--- config.mk ---
export PLATFORM = sky130hd
export DESIGN_NAME = longest_simple_path_search_unit
export DESIGN_NICKNAME = d
export VERILOG_FILES = /design/src/hdl/lsps_pkg.sv /design/src/hdl/lsps_ctrl.sv /design/src/hdl/lsps_datapath.sv /design/src/hdl/longest_simple_path_search_unit.sv
export SDC_FILE = /design/constraint.sdc
export NUM_CORES = 1
export LEC_CHECK = 0
export BUFFER_PORTS_ARGS = -buffer_cell sky130_fd_sc_hd__buf_2
export CAP_MARGIN = 20
export CORE_MARGIN = 4
export CORE_UTILIZATION = 45
export DETAILED_ROUTE_END_ITERATION = 7
export PLACE_DENSITY = 0.73
export SLEW_MARGIN = 20
export SYNTH_ARGS = -nofsm -noshare
export SYNTH_HDL_FRONTEND = slang
export SYNTH_HIERARCHICAL = 1
export SYNTH_SLANG_ARGS = --single-unit
--- constraint.sdc ---
create_clock -name clk -period 13.1 [get_ports clk]
set_clock_uncertainty 0.2 [all_clocks]
set_input_delay 1.965 -clock clk [delete_from_list [all_inputs] [get_ports clk]]
set_output_delay 1.965 -clock clk [all_outputs]
set_load 0.02 [all_outputs]
--- src/hdl/lsps_pkg.sv ---
// shared types and constants for the longest simple path search unit
package lsps_pkg;

  localparam int FIELD_LIMIT      = 16;
  localparam int DEF_MAX_VERTICES = 16;
  localparam int VERTEX_W         = 4;
  localparam int COUNT_W          = 5;
  localparam int ROW_W            = 16;
  localparam int APB_DATA_W       = 32;
  localparam int APB_ADDR_W       = 3;

  localparam logic OP_LOAD   = 1'b0;
  localparam logic OP_SEARCH = 1'b1;

  // register index, taken from the word address
  localparam logic REG_VERTEX_COUNT = 1'b0;

  typedef struct packed {
    logic                opcode;
    logic [VERTEX_W-1:0] row_index;
    logic [ROW_W-1:0]    row_edges;
  } item_t;

  typedef struct packed {
    logic [VERTEX_W-1:0] vertex;
    logic [COUNT_W-1:0]  path_length;
    logic                is_last;
  } result_t;

  typedef struct packed {
    logic load;
    logic init;
    logic push_start;
    logic step;
    logic abort;
    logic emit_clear;
    logic emit_next;
  } cmd_t;

  typedef struct packed {
    logic start_ok;
    logic stack_empty;
    logic best_full;
    logic emit_last;
  } status_t;

  function automatic int row_limit(input int max_vertices);
    return (max_vertices < FIELD_LIMIT) ? max_vertices : FIELD_LIMIT;
  endfunction

endpackage

--- src/hdl/lsps_ctrl.sv ---
// controller state machine sequencing load, search steps and path output
module lsps_ctrl
  import lsps_pkg::*;
(
  input  logic    clk,
  input  logic    rst,
  input  logic    item_valid,
  input  logic    opcode,
  output logic    item_stall,
  output logic    result_valid,
  input  logic    result_stall,
  input  status_t status,
  output cmd_t    cmd
);

  localparam logic [1:0] ST_IDLE  = 2'd0;
  localparam logic [1:0] ST_START = 2'd1;
  localparam logic [1:0] ST_STEP  = 2'd2;
  localparam logic [1:0] ST_EMIT  = 2'd3;

  logic [1:0] state;
  logic [1:0] state_next;
  logic       accept;

  assign item_stall   = rst | (state != ST_IDLE);
  assign result_valid = (state == ST_EMIT);
  assign accept       = item_valid & ~item_stall;

  always_comb begin
    state_next = state;
    cmd        = '0;
    unique case (state)
      ST_IDLE: begin
        if (accept) begin
          if (opcode == OP_SEARCH) begin
            cmd.init   = 1'b1;
            state_next = ST_START;
          end else begin
            cmd.load = 1'b1;
          end
        end
      end
      ST_START: begin
        if (status.start_ok) begin
          cmd.push_start = 1'b1;
          state_next     = ST_STEP;
        end else begin
          cmd.emit_clear = 1'b1;
          state_next     = ST_EMIT;
        end
      end
      ST_STEP: begin
        if (status.stack_empty) begin
          state_next = ST_START;
        end else if (status.best_full) begin
          // a path already covers every vertex
          cmd.abort  = 1'b1;
          state_next = ST_START;
        end else begin
          cmd.step = 1'b1;
        end
      end
      ST_EMIT: begin
        if (!result_stall) begin
          if (status.emit_last) begin
            state_next = ST_IDLE;
          end else begin
            cmd.emit_next = 1'b1;
          end
        end
      end
      default: state_next = ST_IDLE;
    endcase
  end

  always_ff @(posedge clk) begin
    if (rst) begin
      state <= ST_IDLE;
    end else begin
      state <= state_next;
    end
  end

endmodule

--- src/hdl/lsps_datapath.sv ---
// datapath: adjacency rows, search stacks, visited marks and best path
module lsps_datapath
  import lsps_pkg::*;
#(
  parameter int MAX_VERTICES = DEF_MAX_VERTICES
) (
  input  logic               clk,
  input  logic               rst,
  input  cmd_t               cmd,
  input  item_t              item,
  input  logic [COUNT_W-1:0] active_count,
  output status_t            status,
  output result_t            result
);

  localparam int ROW_LIMIT = row_limit(MAX_VERTICES);
  localparam int IDX_W     = $clog2(ROW_LIMIT);

  logic [ROW_LIMIT-1:0] adj [ROW_LIMIT];
  logic [VERTEX_W-1:0]  path [ROW_LIMIT];
  logic [COUNT_W-1:0]   nn [ROW_LIMIT];
  logic [VERTEX_W-1:0]  best_path [ROW_LIMIT];
  logic [ROW_LIMIT-1:0] visited;
  logic [COUNT_W-1:0]   depth;
  logic [COUNT_W-1:0]   best_length;
  logic [COUNT_W-1:0]   start;
  logic [COUNT_W-1:0]   emit_idx;

  logic [COUNT_W-1:0]   top_pos;
  logic [IDX_W-1:0]     top_idx;
  logic [IDX_W-1:0]     depth_idx;
  logic [VERTEX_W-1:0]  top_vertex;
  logic [ROW_LIMIT-1:0] edges;
  logic [COUNT_W-1:0]   nn_top;
  logic [ROW_LIMIT-1:0] cand;
  logic                 found;
  logic [IDX_W-1:0]     found_idx;
  logic                 push_en;
  logic                 pop_en;
  logic [VERTEX_W-1:0]  push_vertex;
  logic [COUNT_W-1:0]   depth_inc;
  logic                 new_best;
  logic                 row_ok;

  assign top_pos    = depth - COUNT_W'(1);
  assign top_idx    = top_pos[IDX_W-1:0];
  assign depth_idx  = depth[IDX_W-1:0];
  assign top_vertex = path[top_idx];
  assign edges      = adj[top_vertex[IDX_W-1:0]];
  assign nn_top     = nn[top_idx];

  // next unvisited neighbour at or above the resume point, below the vertex count
  always_comb begin
    found     = 1'b0;
    found_idx = '0;
    for (int j = 0; j < ROW_LIMIT; j++) begin
      cand[j] = edges[j] & ~visited[j] & (COUNT_W'(j) < active_count) &
                (COUNT_W'(j) >= nn_top);
    end
    for (int j = ROW_LIMIT - 1; j >= 0; j--) begin
      if (cand[j]) begin
        found     = 1'b1;
        found_idx = IDX_W'(j);
      end
    end
  end

  assign push_en     = cmd.push_start | (cmd.step & found);
  assign pop_en      = cmd.step & ~found;
  assign push_vertex = cmd.push_start ? start[VERTEX_W-1:0] : VERTEX_W'(found_idx);
  assign depth_inc   = depth + COUNT_W'(1);
  assign new_best    = depth_inc > best_length;
  assign row_ok      = {1'b0, item.row_index} < COUNT_W'(ROW_LIMIT);

  always_ff @(posedge clk) begin
    if (rst) begin
      visited     <= '0;
      depth       <= '0;
      best_length <= '0;
      start       <= '0;
      emit_idx    <= '0;
    end else begin
      if (cmd.init) begin
        visited     <= '0;
        depth       <= '0;
        best_length <= '0;
        start       <= '0;
      end
      if (cmd.abort) begin
        visited <= '0;
        depth   <= '0;
      end
      if (push_en) begin
        visited[push_vertex[IDX_W-1:0]] <= 1'b1;
        depth <= depth_inc;
        if (new_best) begin
          best_length <= depth_inc;
        end
        if (cmd.push_start) begin
          start <= start + COUNT_W'(1);
        end
      end
      if (pop_en) begin
        visited[top_vertex[IDX_W-1:0]] <= 1'b0;
        depth <= top_pos;
      end
      if (cmd.emit_clear) begin
        emit_idx <= '0;
      end
      if (cmd.emit_next) begin
        emit_idx <= emit_idx + COUNT_W'(1);
      end
    end
  end

  always_ff @(posedge clk) begin
    if (cmd.load && row_ok) begin
      adj[item.row_index[IDX_W-1:0]] <= item.row_edges[ROW_LIMIT-1:0];
    end
    if (push_en) begin
      path[depth_idx] <= push_vertex;
      nn[depth_idx]   <= '0;
      if (cmd.step) begin
        nn[top_idx] <= COUNT_W'(found_idx) + COUNT_W'(1);
      end
      if (new_best) begin
        for (int j = 0; j < ROW_LIMIT; j++) begin
          best_path[j] <= (IDX_W'(j) == depth_idx) ? push_vertex : path[j];
        end
      end
    end
  end

  assign status.start_ok    = (start < active_count) && (best_length < active_count);
  assign status.stack_empty = (depth == '0);
  assign status.best_full   = (best_length >= active_count);
  assign status.emit_last   = (emit_idx + COUNT_W'(1)) == best_length;

  assign result.vertex      = best_path[emit_idx[IDX_W-1:0]];
  assign result.path_length = best_length;
  assign result.is_last     = status.emit_last;

endmodule

--- src/hdl/longest_simple_path_search_unit.sv ---
// top level of the longest simple path search unit
// Usage: set vertex_count over the APB port (byte address 0) while the unit is idle,
// then send items on the item channel (item_valid / item_stall / item).
// A load item (opcode 0) writes one adjacency row; loads can follow back to back
// and give no result. A search item (opcode 1) runs an exhaustive depth-first walk
// from each start vertex in turn, stopping early once a path covers all vertices.
// Each start vertex tried gets its own push, then one push or pop per step, and is
// closed out when the stack is found empty or by the early stop; after the last
// start the unit hands over to output. The walk length depends on the graph and
// can grow exponentially with vertex_count.
// The found path then leaves on the result channel, one vertex per transaction,
// advancing whenever result_stall is low; is_last marks the final vertex.
// While a search or its output is in progress item_stall is high. A stalled result
// holds its payload and no new item is taken until the path is fully delivered.
// Reset (synchronous, active high) returns the unit to idle, clears the best length
// and stack, and sets vertex_count to 1; adjacency rows must be loaded again.
module longest_simple_path_search_unit
  import lsps_pkg::*;
#(
  parameter int MAX_VERTICES = DEF_MAX_VERTICES
) (
  input  logic                  clk,
  input  logic                  rst,
  input  logic                  psel,
  input  logic                  penable,
  input  logic                  pwrite,
  input  logic [APB_ADDR_W-1:0] paddr,
  input  logic [APB_DATA_W-1:0] pwdata,
  output logic [APB_DATA_W-1:0] prdata,
  output logic                  pready,
  input  logic                  item_valid,
  output logic                  item_stall,
  input  item_t                 item,
  output logic                  result_valid,
  input  logic                  result_stall,
  output result_t               result
);

  localparam int ROW_LIMIT = row_limit(MAX_VERTICES);

  logic [COUNT_W-1:0] vertex_count;
  logic [COUNT_W-1:0] active_count;
  logic               reg_sel;
  cmd_t               cmd;
  status_t            status;

  assign pready  = 1'b1;
  assign reg_sel = (paddr[2] == REG_VERTEX_COUNT);

  always_ff @(posedge clk) begin
    if (rst) begin
      vertex_count <= COUNT_W'(1);
    end else if (psel && penable && pwrite && pready && reg_sel) begin
      vertex_count <= pwdata[COUNT_W-1:0];
    end
  end

  assign prdata = reg_sel ? APB_DATA_W'(vertex_count) : '0;

  // zero acts as one, large values saturate at the row limit
  always_comb begin
    if (vertex_count == '0) begin
      active_count = COUNT_W'(1);
    end else if (vertex_count > COUNT_W'(ROW_LIMIT)) begin
      active_count = COUNT_W'(ROW_LIMIT);
    end else begin
      active_count = vertex_count;
    end
  end

  lsps_ctrl u_ctrl (
    .clk          (clk),
    .rst          (rst),
    .item_valid   (item_valid),
    .opcode       (item.opcode),
    .item_stall   (item_stall),
    .result_valid (result_valid),
    .result_stall (result_stall),
    .status       (status),
    .cmd          (cmd)
  );

  lsps_datapath #(
    .MAX_VERTICES (MAX_VERTICES)
  ) u_datapath (
    .clk          (clk),
    .rst          (rst),
    .cmd          (cmd),
    .item         (item),
    .active_count (active_count),
    .status       (status),
    .result       (result)
  );

  // the input side stays closed while a path is being delivered
  a_no_accept_while_emit: assert property (@(posedge clk) disable iff (rst)
    !item_stall |-> !result_valid)
    else $error("item channel open during path output");

  // a search transaction closes the input side on the next cycle
  a_search_busy: assert property (@(posedge clk) disable iff (rst)
    (item_valid && !item_stall && item.opcode == OP_SEARCH) |=> item_stall)
    else $error("search did not occupy the unit");

  // the last vertex taken ends the output burst
  a_last_ends: assert property (@(posedge clk) disable iff (rst)
    (result_valid && !result_stall && result.is_last) |=> !result_valid)
    else $error("result continued after last vertex");

  // every delivered path holds at least one vertex and fits the vertex count
  a_length_range: assert property (@(posedge clk) disable iff (rst)
    result_valid |-> (result.path_length != '0) && (result.path_length <= active_count))
    else $error("path length out of range");

endmodule
[After elaboration in Yosys (flattened, before gate mapping)]
Memories as Yosys holds them, arrays and structs flattened. A register that Yosys moved wholly into a read port is not among the register bits.
Cells that the tools add are included.
Cells by class
  multiplexer cells: 109
  equal/unequal tests: 24
  add/sub/neg operators: 5
  reduce and logical (&&, ||, !) cells: 14
  bitwise logic cells: 75
  $lt $le $gt $ge: 41
Operator list (number)
  4-bit 2-to-1 mux: 35
  16-bit 2-to-1 mux: 6
  5-bit 2-to-1 mux: 15
  1-bit bitwise AND: 51
  4-bit by 5-bit >= comparator with 1-bit output, first input constant: 8
  4-bit by 5-bit less-than comparator with 1-bit output, first input constant: 8
  1-bit 2-to-1 mux: 40
  4-bit equality test, first input constant: 8
  3-bit by 5-bit >= comparator with 1-bit output, first input constant: 4
  3-bit by 5-bit less-than comparator with 1-bit output, first input constant: 4
  2-bit 2-to-1 mux: 10
  1-bit inverter: 19
  16-bit bitwise AND: 1
  3-bit by 4-bit equality test with 1-bit output, first input constant: 4
  16-bit inverter: 1
  16-bit bitwise OR: 1
  5-bit by 1-bit adder with 5-bit output, second input constant: 3
  1-bit by 5-bit >= comparator with 1-bit output, first input constant: 2
  2-bit by 5-bit >= comparator with 1-bit output, first input constant: 2
  5-bit zero test: 2
  1-bit by 5-bit less-than comparator with 1-bit output, first input constant: 2
  2-bit by 5-bit less-than comparator with 1-bit output, first input constant: 2
  4-bit by 5-bit less-than comparator with 1-bit output, second input constant: 2
  5-bit less-than comparator: 2
  other kinds (23): 36
Storage, ports and cells
  output and inout port bits: 45
  register bits: 43
  memory bits (writable): 464
  memories kept: 4
  input bits: 63
  word-level logic and storage cells: 279
Memory list
  u_datapath.adj: depth 16, width 16, read ports 1, clocked after memory_dff 0, write ports 1, line lsps_datapath.sv:19  | logic [ROW_LIMIT-1:0] adj [ROW_LIMIT];
  u_datapath.nn: depth 16, width 5, read ports 1, clocked after memory_dff 0, write ports 2, line lsps_datapath.sv:21  | logic [COUNT_W-1:0] nn [ROW_LIMIT];
  u_datapath.best_path: depth 16, width 4, read ports 1, clocked after memory_dff 1, write ports 16, line lsps_datapath.sv:22  | logic [VERTEX_W-1:0] best_path [ROW_LIMIT];
  u_datapath.path: depth 16, width 4, read ports 17, clocked after memory_dff 0, write ports 1, line lsps_datapath.sv:20  | logic [VERTEX_W-1:0] path [ROW_LIMIT];

[Longest topological paths before layout]
Gate-level depths: netlist of run 1.
  word-level depth: 32
  mapped depth: 28

[By module]
The synthesis of run 1 kept the hierarchy.
By module, submodules not included
  lsps_datapath: times used 1, area an instance 23201.0 µm², cells an instance 1614
  longest_simple_path_search_unit: times used 1, area an instance 526.8 µm², cells an instance 65
  lsps_ctrl: times used 1, area an instance 192.7 µm², cells an instance 23

[Worst setup path before layout of run 1]
OpenSTA, ideal clock, no wires.
  path type: reg2reg
  start: register u_datapath.depth[0]
  end: register u_datapath.best_length[1]
  setup slack: 5716 ps
  required time: 12772 ps
  data arrival time: 7056 ps
  stages on the path, launching flop included: 23
  cells stage by stage: dfxtp_1 -> buf_6 -> buf_12 -> buf_12 -> clkbuf_1 -> clkbuf_1 -> inv_1 -> ha_1 -> buf_2 -> buf_2 -> buf_2 -> mux4_2 -> mux4_2 -> nand2b_1 -> a2111oi_0 -> o21ai_0 -> nor3_1 -> nor4_2 -> nand2_2 -> o21ai_4 -> a221oi_4 -> mux2i_1 -> nor2_1
On the way
  cells in the longest elaborated chain, start to end: 25
RTL lines
  start: declaration: line lsps_datapath.sv:24  | logic [COUNT_W-1:0] depth;
  start signal: assignment: line lsps_datapath.sv:95  | depth <= depth_inc;
  start signal: assignment: line lsps_datapath.sv:105  | depth <= top_pos;
  5-bit by 1-bit subtractor with 5-bit output: line lsps_datapath.sv:45  | assign top_pos = depth - COUNT_W'(1);
  memory 16 x 4 bit
  memory 16 x 16 bit
  1-bit bitwise AND (3 in series): line lsps_datapath.sv:57  | cand[j] = edges[j] & ~visited[j] & (COUNT_W'(j) < active_count) &
  1-bit 2-to-1 mux (16 in series): line lsps_datapath.sv:61  | if (cand[j]) begin
  1-bit bitwise AND: line lsps_datapath.sv:68  | assign push_en = cmd.push_start | (cmd.step & found);
  1-bit bitwise OR: line lsps_datapath.sv:68
  5-bit 2-to-1 mux *: line lsps_datapath.sv:93  | if (push_en) begin
  end signal: assignment: line lsps_datapath.sv:97  | best_length <= depth_inc;
  end: declaration: line lsps_datapath.sv:25  | logic [COUNT_W-1:0] best_length;
Mark *: on every way between the ends. The rest lies on a longest branch, timed or not.
A chain may end at the register's enable or synchronous reset.

==> flow_summary.ini, run 1 <==
[finish]
fin_nets = 1814
nFillCells = 4432
syn_to_final_growth_pct = 9.04
final_cell_mix = edfxtp_1, mux2i_1, nand2_1
final_layout_size_suffix_gt1_frac = 0.181
utilization = 0.496
final_cell_area_mm2 = 0.0261
final_common_cell = edfxtp_1

[critical_path]
cp_cell_sequence = inv_1 -> ha_1 -> mux4_2 -> mux2i_1 -> nand2_1 -> o21a_2 -> buf_4 -> mux2_2 -> o2111ai_1 -> nand4_1 -> nor4_4 -> nand3_2 -> o21ai_4 -> and2_1 -> buf_4 -> or3_1 -> o21ai_1
crit_path_top_delay_cell = ha_1
crit_arrival_ns = 8.06
cp_max_fo = 62
cpMostUsedCell = buf_4
cp-end-kind = register
crit_buf_inv = 3
timing_worst_setup_path_type = register to register
rrSetupSlack_ns = 5.06
cp_top_family = simple AND/OR/NAND/NOR gates
startpoint_type = register
cpPeakStageDelay_ns = 0.89
worstPathRequired_ns = 13.12

[clock_network]
cts_htree_levels = 2
postCtsSetupRepairBufs = 0
numCtsBuffers = 49
root_buffer = clkbuf_16
cts_tree = done
clockBufferDepth = 3
cts_resized = 0
path_clk_slew_ns = 0.07
cts_hold_buf = 0
clock_sinks = 511
clock_latency_ns = 0.56

[power_and_ir_drop]
p_sw_frac = 0.301
p_int_uw = 2960
p_leak_uw = 0.00859
vdd_drop_max_mv = 0.168
clkPwrFrac = 0.315
pwr-share-seq = 0.437
combinationalPowerShare = 0.248
powerDensity_mw_per_mm2 = 163
power_switching_uw = 1280

[die]
start_util = 0.455
fp-row-count = 84
core_area_mm2 = 0.0526
pin_count = 108
die_w_um = 239
dieArea_mm2 = 0.0569
die_h_um = 239

[timing]
finalSetupViolCount = 0
finalMaxSlewViolations = 0
max_slew_margin = 0.290
min_period_ns = 8.04
fin_crit_sh = 0.614
worst_slew_pin_slew_ns = 1.05
rsz0062_at_grt = no
tns_ns = 0
hold_violations = 0
max_freq_mhz = 124

[route]
routed.top_layer = met4
vias_per_cell = 5.96
wirelength_mm = 57.2
route.met3.wl_mm = 4.63
vias = 14600
met1_length_mm = 22.5
drt.antenna.violating_nets = 0
drcViolationCount = 0
drt-wirelength-per-cell_um = 23.3
drtPass1Iterations = 6
drtIter0Drc = 1601
route.met2.wl_mm = 27.9

[synthesis]
syn_area_mm2 = 0.0239
syn-mean-instance-area_um2 = 14.1
ys_seq_area_frac = 0.622
async_flop_share = 0
synth_cell_type_count = 103
synthCells = 1702
synth_flop_cell = edfxtp_1
ys_warn_count = 6
synth-seq-cells = 511
synth_edf_count = 464

[global_routing]
grt_max_degree = 125
antenna_found_initial = 2
grt_remaining_overflow = 0
grt_pass1_wl_mm = 86.7
first_global_vias = 14400
gr-usage-all-layers = 0.197

[hold_path]
hp-class = register to register

[placed_design]
gp_congestion = 0.891
place_area_mm2 = 0.0246
io_buffers = 50
hpwl_mm = 37.1

[flow_run]
cap_violations = 0

[run_status]
outcome = finished clean
==> registers in the layout (all words and copies together), names as in the netlist, named ones only <==
name / flops
u_datapath/emit_idx: 5
u_datapath/adj: 256
u_datapath/best_path: 64
u_datapath/depth: 5
u_datapath/best_length: 5
u_datapath/visited: 16
u_datapath/start: 5
u_datapath/nn: 80
u_datapath/path: 64
u_ctrl/state: 2
vertex_count: 5
==> cells in the mapped netlist, types with 13 or more instances <==
cell type | n | share of area
nor3_1 | 33 | 0.0069
o211ai_1 | 27 | 0.0085
nand2_1 | 143 | 0.022
ha_1 | 23 | 0.012
a21oi_1 | 45 | 0.0094
dfxtp_1 | 47 | 0.039
edfxtp_1 | 464 | 0.58
nor2_1 | 127 | 0.020
o21ai_0 | 81 | 0.017
mux4_2 | 60 | 0.056
nand2b_1 | 19 | 0.0050
clkbuf_1 | 40 | 0.0063
buf_2 | 22 | 0.0046
mux2i_1 | 158 | 0.066
nor2b_1 | 13 | 0.0034
inv_1 | 42 | 0.0066
buf_4 | 36 | 0.011
buf_6 | 17 | 0.0080
nand3_1 | 27 | 0.0056
==> tightest hold or removal path: cells and delay by family, from the launching register on <==
family | cells | cell delay [ns]
flip-flops | 1 | 0.31
AND/OR/NAND/NOR | 1 | 0.07
AO/OA/AOI/OAI | 1 | 0.05
==> logic make-up after synthesis <==
logic type,after synthesis,synth area share
XOR/XNOR,17,0.00732
AND/OR/NAND/NOR,455,0.0948
adder cells (fa/ha/maj),23,0.0120
other,2,0.000314
buffers and inverters,180,0.0447
AO/OA/AOI/OAI,278,0.0848
flip-flops,511,0.622
multiplexers,236,0.134
==> per-layer routing <==
layer / track usage / vias up
met5: 0 / -
met4: 0.0702 / 0
met3: 0.0346 / 139
met2: 0.331 / 721
met1: 0.260 / 7275
li1: - / 6507
==> metrics by stage <==
stage | power [µW] | hold WS [ns] | worst slack, ns | instances
final | 4240 | 0.275 | 5.06 | 2457
after global routing | 4410 | 0.288 | 4.65 | 2455
after CTS | 4260 | 0.258 | 4.92 | 2455
after detailed placement | 2930 | 0.246 | 4.96 | 2365
after global placement | 2910 | 0.237 | 5.10 | 2365
after floorplan | 2720 | 0.223 | 5.72 | 1728
==> power groups by stage <==
stage	clock [µW]	sequential, µW	combinational, µW
5_1_grt	1440	1860	1110
6_report	1340	1860	1050
3_5_place_dp	0	1890	1040
2_1_floorplan	0	1890	835
4_1_cts	1360	1860	1040
3_3_place_gp	0	1890	1020
==> cell type report <==
class	count	area [µm²]	share of cell area
inverter	47	179	0.00686
timing repair buffer	82	503	0.0193
clock inverter	26	160	0.00614
multi-input combinational	1037	8140	0.312
tap	688	861	0.0330
clock buffer	64	1360	0.0520
sequential	511	14900	0.570
antenna	2	5.00	0.000192
==> final timing paths <==
kind | startpoint | endpoint | cells past startpoint
min | u_datapath/visited[10]$_SDFF_PP0_ | u_datapath/visited[10]$_SDFF_PP0_ | 2
max reg2reg | u_datapath/depth[1]$_SDFFE_PP0P_ | u_datapath/nn[11][1]$_SDFFCE_PN0P_ | 17
min reg2reg | u_datapath/visited[10]$_SDFF_PP0_ | u_datapath/visited[10]$_SDFF_PP0_ | 2
max | u_datapath/depth[1]$_SDFFE_PP0P_ | u_datapath/nn[11][1]$_SDFFCE_PN0P_ | 17
(Power assumes the default switching activity.)
==> run 2, diff against run 1 <==
PLACE_DENSITY = 0.76   (was 0.73)
clock period = 6.7 ns   (was 13.1 ns; I/O delays follow)
==> flow_summary.ini, run 2 (synthesized netlist as in run 1, its figures left out) <==
[run_status]
outcome = finished clean

[placed_design]
hpwl_mm = 38.6
pre_cts_slack_ns = 0.284
io_buffers = 50
gp_congestion = 0.907

[clock_network]
clockBufferDepth = 3
root_buffer = clkbuf_16
postCtsSetupRepairBufs = 0
clock_sinks = 511
numCtsBuffers = 49
cts_htree_levels = 2
clock_latency_ns = 0.59
cts_hold_buf = 0
cts_tree = done
path_clk_slew_ns = 0.06
cts_resized = 0

[finish]
syn_to_final_growth_pct = 10.7
final_layout_size_suffix_gt1_frac = 0.200
final_cell_mix = edfxtp_1, mux2i_1, nand2_1
largest_reg_flops = 256
multi_input_area_mm2 = 0.00816
seq_area_mm2 = 0.0149
fin_nets = 1858
final_common_cell = edfxtp_1
nFillCells = 4378

[die]
fp-row-count = 84
die_w_um = 239
pin_count = 108
die_h_um = 239
dieArea_mm2 = 0.0569
start_util = 0.455
core_area_mm2 = 0.0526

[power_and_ir_drop]
clkPwrFrac = 0.312
power_switching_uw = 2520
pwr-share-seq = 0.434
power_uw = 8380
combinationalPowerShare = 0.255
p_int_uw = 5860
powerDensity_mw_per_mm2 = 316
p_sw_frac = 0.301
vdd_drop_max_mv = 0.245
p_leak_uw = 0.00883

[hold_path]
hp-class = register to register

[critical_path]
crit_path_top_delay_cell = ha_4
cp_max_fo = 38
cpPeakStageDelay_ns = 0.70
worstPathRequired_ns = 6.71
crit_arrival_ns = 6.43
cp_cell_sequence = inv_1 -> ha_4 -> mux4_2 -> mux2i_1 -> nand2_1 -> buf_4 -> o21ai_2 -> buf_4 -> mux2i_1 -> o22ai_1 -> a311oi_2 -> nor2_1 -> nand3_2 -> o21ai_4 -> and2_1 -> or4_1 -> o21ai_0
timing_worst_setup_path_type = register to register
startpoint_type = register
cp-end-kind = register

[global_routing]
antenna_found_initial = 2
grt_max_degree = 71
gr-usage-all-layers = 0.202
grt_pass1_wl_mm = 88.7
first_global_vias = 14800
grt_remaining_overflow = 0

[timing]
tns_ns = 0
worst_slew_pin_slew_ns = 1.11
min_period_ns = 6.41
rsz0062_at_grt = no
hold_violations = 0
max_slew_margin = 0.254
max_freq_mhz = 156
finalSetupViolCount = 0
fin_crit_sh = 0.957
setup_ws_ns = 0.285
finalMaxSlewViolations = 0

[flow_run]
cap_violations = 0

[route]
vias = 14800
vias_per_cell = 5.92
drcViolationCount = 0
drtIter0Drc = 1673
drt-wirelength-per-cell_um = 23.1
drt.antenna.violating_nets = 0
wirelength_mm = 57.9
drtPass1Iterations = 5
==> run 2: cell count changes in the layout (fill, tap and decap cells not counted), sizes merged <==
cell,change
clkinvlp,-3
clkbuf,-6
bufinv,+2
clkinv,+7
buf,+44
==> run 2: final timing paths <==
check / endpoint / from / cells after the start / slack, ns
hold reg to reg: u_datapath/visited[15]$_SDFF_PP0_ / u_datapath/visited[15]$_SDFF_PP0_ / 2 / 0.26
hold / removal: u_datapath/visited[15]$_SDFF_PP0_ / u_datapath/visited[15]$_SDFF_PP0_ / 2 / 0.26
setup reg to reg: u_datapath/nn[15][4]$_SDFFCE_PN0P_ / u_datapath/depth[1]$_SDFFE_PP0P_ / 17 / 0.29
setup / recovery: u_datapath/nn[15][4]$_SDFFCE_PN0P_ / u_datapath/depth[1]$_SDFFE_PP0P_ / 17 / 0.29
==> run 2: stage by stage <==
step                       util  hold slack (ns)  area [µm²]  cells
final                     0.504            0.261       26500   2501
after global placement    0.475            0.234       25000   2409
after floorplan               -            0.223       24100   1728
after global routing      0.504            0.282       26500   2499
after detailed placement  0.475            0.244       25000   2409
after CTS                 0.503            0.260       26500   2499
==> run 2: metal layers <==
| metal | track usage | vias to the layer above | wire length, µm |
|---|---|---|---|
| li1 | - | 6612 | - |
| met1 | 0.261 | 7339 | 22200 |
| met2 | 0.348 | 715 | 29100 |
| met3 | 0.0362 | 133 | 4730 |
| met4 | 0.0644 | 0 | 1900 |
| met5 | 0 | - | 0 |
==> run 2: final cells by class <==
| class | count | share of cell area |
|---|---|---|
| tap | 688 | 0.0325 |
| sequential | 511 | 0.562 |
| clock inverter | 32 | 0.00922 |
| clock buffer | 58 | 0.0476 |
| inverter | 47 | 0.00676 |
| timing repair buffer | 126 | 0.0334 |
| multi-input combinational | 1037 | 0.308 |
| antenna | 2 | 0.000189 |
==> run 2: critical path: cells and delay by family (launching register included) <==
family,cells,cell delay (ns)
adders and majority gates,1,0.70
muxes,3,1.07
AOI/OAI and AO/OA,5,1.30
DFF,1,0.49
and+or+nand+nor,5,1.34
buffers and inverters,3,0.92
==> run 2: power by group through the flow <==
| stage | registers [µW] | clock network [µW] | logic, µW |
|---|---|---|---|
| after detailed placement | 3700 | 0 | 2100 |
| final | 3630 | 2610 | 2130 |
| after CTS | 3630 | 2650 | 2120 |
| after global placement | 3690 | 0 | 2070 |
| after global routing | 3640 | 2800 | 2270 |
| after floorplan | 3690 | 0 | 1650 |
